--- config.mk ---
export PLATFORM = sky130hd
export DESIGN_NAME = addu_div
export DESIGN_NICKNAME = d
export VERILOG_FILES = /design/src/design/addu_pkg.sv /design/src/design/addu_div.sv
export SDC_FILE = /design/constraint.sdc
export NUM_CORES = 2
export LEC_CHECK = 0
export BUFFER_PORTS_ARGS = -buffer_cell sky130_fd_sc_hd__buf_2
export CAP_MARGIN = 15
export CORE_MARGIN = 2
export CORE_UTILIZATION = 50
export DETAILED_ROUTE_END_ITERATION = 7
export PLACE_DENSITY = 0.65
export SLEW_MARGIN = 20
export SYNTH_ARGS = -nofsm -noshare
export SYNTH_HDL_FRONTEND = slang
export SYNTH_SLANG_ARGS = --single-unit
--- constraint.sdc ---
create_clock -name clk -period 4.3 [get_ports clk]
set_input_delay 0.215 -clock clk [delete_from_list [all_inputs] [get_ports clk]]
set_output_delay 0.215 -clock clk [all_outputs]
set_load 0.03 [all_outputs]
--- src/design/addu_pkg.sv ---
// Shared constants and helpers for the acrobot derivative unit.
// No dependencies.
`timescale 1ns / 1ps

package addu_pkg;

    localparam int FRAC_BITS_DEF = 16;
    localparam int DATA_W        = 32;
    localparam int DAMP_W        = 21;
    localparam int CFG_IDX_W     = 8;
    localparam int SIN_STAGES    = 6;
    localparam int HORNER_STEPS  = 4;
    localparam int DIV_STAGES    = 32;

    localparam logic [CFG_IDX_W-1:0] REG_SHOULDER_DAMPING = 8'd0;
    localparam logic [CFG_IDX_W-1:0] REG_ELBOW_DAMPING    = 8'd1;

    localparam logic [DAMP_W-1:0] DAMP_RESET = 21'd26214;

    localparam logic signed [30:0] K_TURN = 31'sd683565276;

    localparam logic [30:0] Q30_ONE = 31'h4000_0000;
    localparam logic [30:0] S_A9    = 31'd172272;
    localparam logic [30:0] SIN_COEF [HORNER_STEPS] = '{
        31'd5026995, 31'd85569306, 31'd693598669, 31'd1686629713
    };

    localparam longint Q32_THIRD       = 64'sd1431655765;
    localparam longint Q32_FIVE_THIRDS = 64'sd7158278827;
    localparam longint Q32_G_SHOULDER  = 64'sd63136019251;
    localparam longint Q32_G_HALF      = 64'sd21045339750;

    // Round a Q32 constant to f fraction bits.
    function automatic longint kq(input longint q32, input int f);
        return (q32 + (longint'(1) <<< (31 - f))) >>> (32 - f);
    endfunction

endpackage

--- src/design/addu_div.sv ---
// Restoring divider, one quotient bit per stage, 32 stages.
// Depends on addu_pkg. Quotient must be known to fit 32 bits.
`timescale 1ns / 1ps

module addu_div
    import addu_pkg::*;
#(
    parameter int DW = FRAC_BITS_DEF + 1
)
(
    input  logic          clk,
    input  logic          en,
    input  logic [31:0]   mag_lo,
    input  logic [DW-1:0] rem_in,
    input  logic [DW-1:0] den,
    output logic [31:0]   quo
);

    logic [DW-1:0] r_reg [DIV_STAGES];
    logic [DW-1:0] d_reg [DIV_STAGES];
    logic [31:0]   m_reg [DIV_STAGES];
    logic [31:0]   q_reg [DIV_STAGES];

    for (genvar k = 0; k < DIV_STAGES; k++)
    begin : g_stage
        logic [DW-1:0] r_cur;
        logic [DW-1:0] d_cur;
        logic [31:0]   m_cur;
        logic [31:0]   q_cur;
        logic [DW:0]   rs;
        logic          ge;

        if (k == 0)
        begin : g_first
            assign r_cur = rem_in;
            assign d_cur = den;
            assign m_cur = mag_lo;
            assign q_cur = '0;
        end
        else
        begin : g_rest
            assign r_cur = r_reg[k-1];
            assign d_cur = d_reg[k-1];
            assign m_cur = m_reg[k-1];
            assign q_cur = q_reg[k-1];
        end

        assign rs = {r_cur, m_cur[31-k]};
        assign ge = (rs >= {1'b0, d_cur});

        always_ff @(posedge clk)
        begin
            if (en)
            begin
                r_reg[k] <= ge ? DW'(rs - {1'b0, d_cur}) : rs[DW-1:0];
                d_reg[k] <= d_cur;
                m_reg[k] <= m_cur;
                q_reg[k] <= {q_cur[30:0], ge};
            end
        end
    end

    assign quo = q_reg[DIV_STAGES-1];

endmodule

# --- Yosys cells after proc, flatten, opt, wreduce, memory -nomap -nowiden ---
# Memory sizes are Yosys's and may differ from the RTL's.
# Cells that the tools add are included.
op_classes:
  add_sub_neg: 32
  n_lt_le_gt_ge: 32
  muxes: 34
op_table:
  columns: ["cell", "n"]
  rows:
  - ["18-bit by 17-bit >= comparator with 1-bit output", 32]
  - ["17-bit 2-to-1 mux", 32]
  - ["17-bit subtractor", 32]
  - ["1-bit 2-to-1 mux", 2]
totals:
  reg_bits: 0
  mem_bits_rw: 3136
  wordCells: 102
  mem_count: 4
memory_table:
  columns: ["memory", "words", "word_bits", "read_ports", "rd_clocked_by_memory_dff", "wr", "line", "source"]
  rows:
  - ["m_reg", 32, 32, 31, 0, 32, "addu_div.sv:21", "logic [31:0] m_reg [DIV_STAGES];"]
  - ["q_reg", 32, 32, 32, 0, 32, "addu_div.sv:22", "logic [31:0] q_reg [DIV_STAGES];"]
  - ["d_reg", 32, 17, 31, 0, 32, "addu_div.sv:20", "logic [DW-1:0] d_reg [DIV_STAGES];"]
  - ["r_reg", 32, 17, 31, 0, 32, "addu_div.sv:19", "logic [DW-1:0] r_reg [DIV_STAGES];"]

# --- Depth between registers and ports, before layout ---
# An unclocked memory read counts as a cell.
depth:
  word_depth: 3
  depth_mapped: 14

# --- Least setup slack after synthesis ---
# Ideal clock, no wire load.
synth_path:
  kind: "reg-to-reg"
  from: "memory m_reg[25][5] (netlist: m_reg[1][293])"
  to: "memory r_reg[1][178] (netlist bit), data pin"
  setup_time_ns: 0.262
  arrival_time_ns: 3.103
  slack_ns: 0.935
  stages_incl_launch_ff: 14
  period_less_slack_ns: 3.365
  path_cell_list: "edfxtp_1 > inv_1 > ha_1 > inv_1 > fa_1 > a21o_1 > a31oi_1 > o21ai_1 > a211oi_2 > o31a_1 > nor3_1 > a2111oi_4 > buf_6 > mux2_1"
synth_lines:
  columns: ["element", "line"]
  rows:
  - ["start: declaration", "addu_div.sv:21"]
  - ["end: declaration", "addu_div.sv:19"]

==> qor.yml <==
die:
  die_area_um2: 192000
  start_util: 0.502
  io_pins: 100
  chipHeight_um: 438
  die_w_um: 438
  num_rows: 159
  core_um2: 187000
timing:
  slew_headroom: 0.334
  finalSetupViolations: 0
  tightest_slew_ps: 999
  holdWs_ps: 82.8
  layout_setup_ws_ps: 474
  rsz0062_at_grt: "false"
  period_share: 0.890
  fin_crit_ps: 3830
  maxSlewViolCount: 0
  skew_ps: 31.9
  hold_viol: 0
  tns_ps: 0
  fmax_mhz: 261
cts:
  cts_sinks: 2078
  cts_made_buffers: 214
  htreeDepth: 4
  cts_max_path_buffers: 3
  postCtsSetupBuffers: 0
  cts_tree: "built"
  clk-insertion-delay-late_ps: 840
  path_clk_slew_ps: 60
  cts_root_buf: "clkbuf_16"
global_routing:
  grt_max_degree: 175
  grtUsageTotal: 0.171
  antenna_found_initial: 1
  grt_pass1_vias: 50600
  grt_pass1_wl_um: 266000
  grt-ovfl-total: 0
worst_hold_path:
  hold-path-cell-count: 2
  hold_path.class: "in -> reg"
  hp-start: "mag_lo[7]"
  min_to: "m_reg[0][7]"
cells_and_area:
  fin_nets: 7515
  area_growth_pct: 12.7
  drive_above_1_share: 0.130
  n_fill_cell: 14900
  multi_input_area_um2: 28800
  register_area_um2: 62400
  largest_register_ffs: 528
worst_setup_path:
  reg2reg_depth: 12
  worstPathRequired_ps: 4890
  slowest_delay_ps: 570
  crit_fanout: 18
  worst_r2r_startpoint: "m_reg[0][61]"
  crit_chain: "inv_1 > ha_1 > inv_1 > fa_1 > a211oi_1 > o21ai_0 > a21oi_1 > o31a_1 > o21ai_0 > a21o_1 > a31oi_4 > mux2_2"
  rr_endpoint: "r_reg[0][35]"
  critPathKind: "reg -> reg"
  cp.arrival_ps: 4410
  critical_path.slowest_cell: "a31oi_4"
  reg2reg_slack_ps: 470
  crit_path_end_kind: "register"
  start_kind: "register"
placed_design:
  gp_congestion: 0.857
  port_buffers: 99
  place_ws_ps: 509
  dp_hpwl_um: 112000
logic_synthesis:
  ys_seq_elements: 2078
  synth.most_common_cell: "edfxtp_1"
  synth-seq-area-share: 0.663
  synth_edf_count: 2078
  synth.avg_cell_area_um2: 14.5
  synth_area_um2: 94100
  yosysTopAreaCell: "edfxtp_1"
  synth_top_area_frac: 0.663
  yosysWarnings: 0
  yosysUniqueCellTypes: 84
  synth_fp_nets: 7123
  async_flop_share: 0
  synth-main-ff-cell: "edfxtp_1"
  postSynthCellCount: 6480
  ys_top_cells_by_area: "edfxtp_1, ha_1, mux2_2, inv_1, xnor2_1"
  ys_top_cells_by_count: "edfxtp_1, inv_1, ha_1, a21oi_1, mux2_2"
routing:
  drt-pass1-iter-count: 6
  drc: 0
  ant_nets: 0
  wire_per_inst_um: 17.2
  routed_wl_um: 164000
  vias_per_cell: 5.34
  drt_iter0_drc: 3676
  num_vias: 50900
flow_run:
  drv_cap: 0
power:
  vdd.ir_drop.worst_v: 0.000455
  p_leak_uw: 0.0407
  power_uw: 74500
  p_per_area_nw_per_um2: 703
run_status:
  status: "complete, no violations"
-- final cells by class --
| class | count | area share |
|---|---|---|
| sequential | 2078 | 0.589 |
| antenna | 2 | 0.0000472 |
| timing repair buffer | 232 | 0.0177 |
| multi-input combinational | 3646 | 0.272 |
| clock buffer | 245 | 0.0520 |
| tap | 2495 | 0.0295 |
| clock inverter | 139 | 0.0153 |
| inverter | 700 | 0.0248 |
-- cells by family (layout without fill, tap and decap cells) --
family	count (synthesis)	in the layout	share of synthesized area
xor+xnor	416	416	0.0387
buf+inv	756	1316	0.0310
fa+ha+maj	575	575	0.0789
compound gates	1312	1312	0.0928
mux	417	417	0.0495
flops	2078	2078	0.663
simple gates	926	926	0.0457
other cells	0	2	0
-- metal layers --
layer / global-route usage / vias up / routed length, um
li1: - / 25100 / -
met1: 0.230 / 24700 / 73500
met2: 0.288 / 848 / 80400
met3: 0.0259 / 247 / 6050
met4: 0.0476 / 0 / 3710
met5: 0 / - / 0
-- report_power, final --
part           total [uW]  internal [uW]  switching, uW
clock               18700          10900           7790
sequential          30000          27800           2120
combinational       25900          12500          13400
total               74500          51200          23300
-- worst max path at each step --
stage / startpoint / cells past startpoint / to / slack [ps]
after global placement: m_reg[0][61] / 12 / r_reg[0][37] / 610
after CTS: m_reg[0][61] / 12 / r_reg[0][35] / 480
final: m_reg[0][61] / 12 / r_reg[0][35] / 470
after detailed placement: m_reg[0][61] / 12 / r_reg[0][45] / 510
after global routing: m_reg[0][61] / 12 / r_reg[0][35] / 170
after floorplan: m_reg[1][293] / 13 / r_reg[1][178] / 940
-- worst max-delay path, delay by kind of cell, from the launching register on --
kind	cells	cell delay, ps
mux	1	400
fa+ha+maj	2	590
buf+inv	2	140
compound gates	7	2070
flops	1	360
-- per-stage QoR --
| step | instances | area (um^2) | util |
|---|---|---|---|
| 2_1_floorplan | 6480 | 94100 | - |
| 3_3_place_gp | 9083 | 98200 | 0.524 |
| 3_5_place_dp | 9083 | 98200 | 0.524 |
| 4_1_cts | 9535 | 106000 | 0.566 |
| 5_1_grt | 9536 | 106000 | 0.566 |
| 6_report | 9537 | 106000 | 0.566 |
-- cell usage in the layout (no fill, tap or decap), drive strengths merged, types with 68 or more instances in the layout --
cell type    Yosys  routed
nor2           279     279
inv            700     713
xnor2          262     262
o21bai          74      74
dlygate4sd3      0      68
mux2           389     389
nand2          261     261
ha             544     544
a21oi          375     375
clkbuf          25     245
nor3            71      71
a21o           166     166
buf             31     164
edfxtp        2078    2078
nand4           80      80
clkinv           0      84
xor2           154     154
o21ai          284     284
-- timing repair --
action                                  4_1_cts  5_1_grt
hold buffers                                 68        0
resized for setup                             0        0
endpoints found under the setup margin        0        0
hold endpoints to repair                    107        0
No activity file was read; power rests on OpenSTA's default activity.
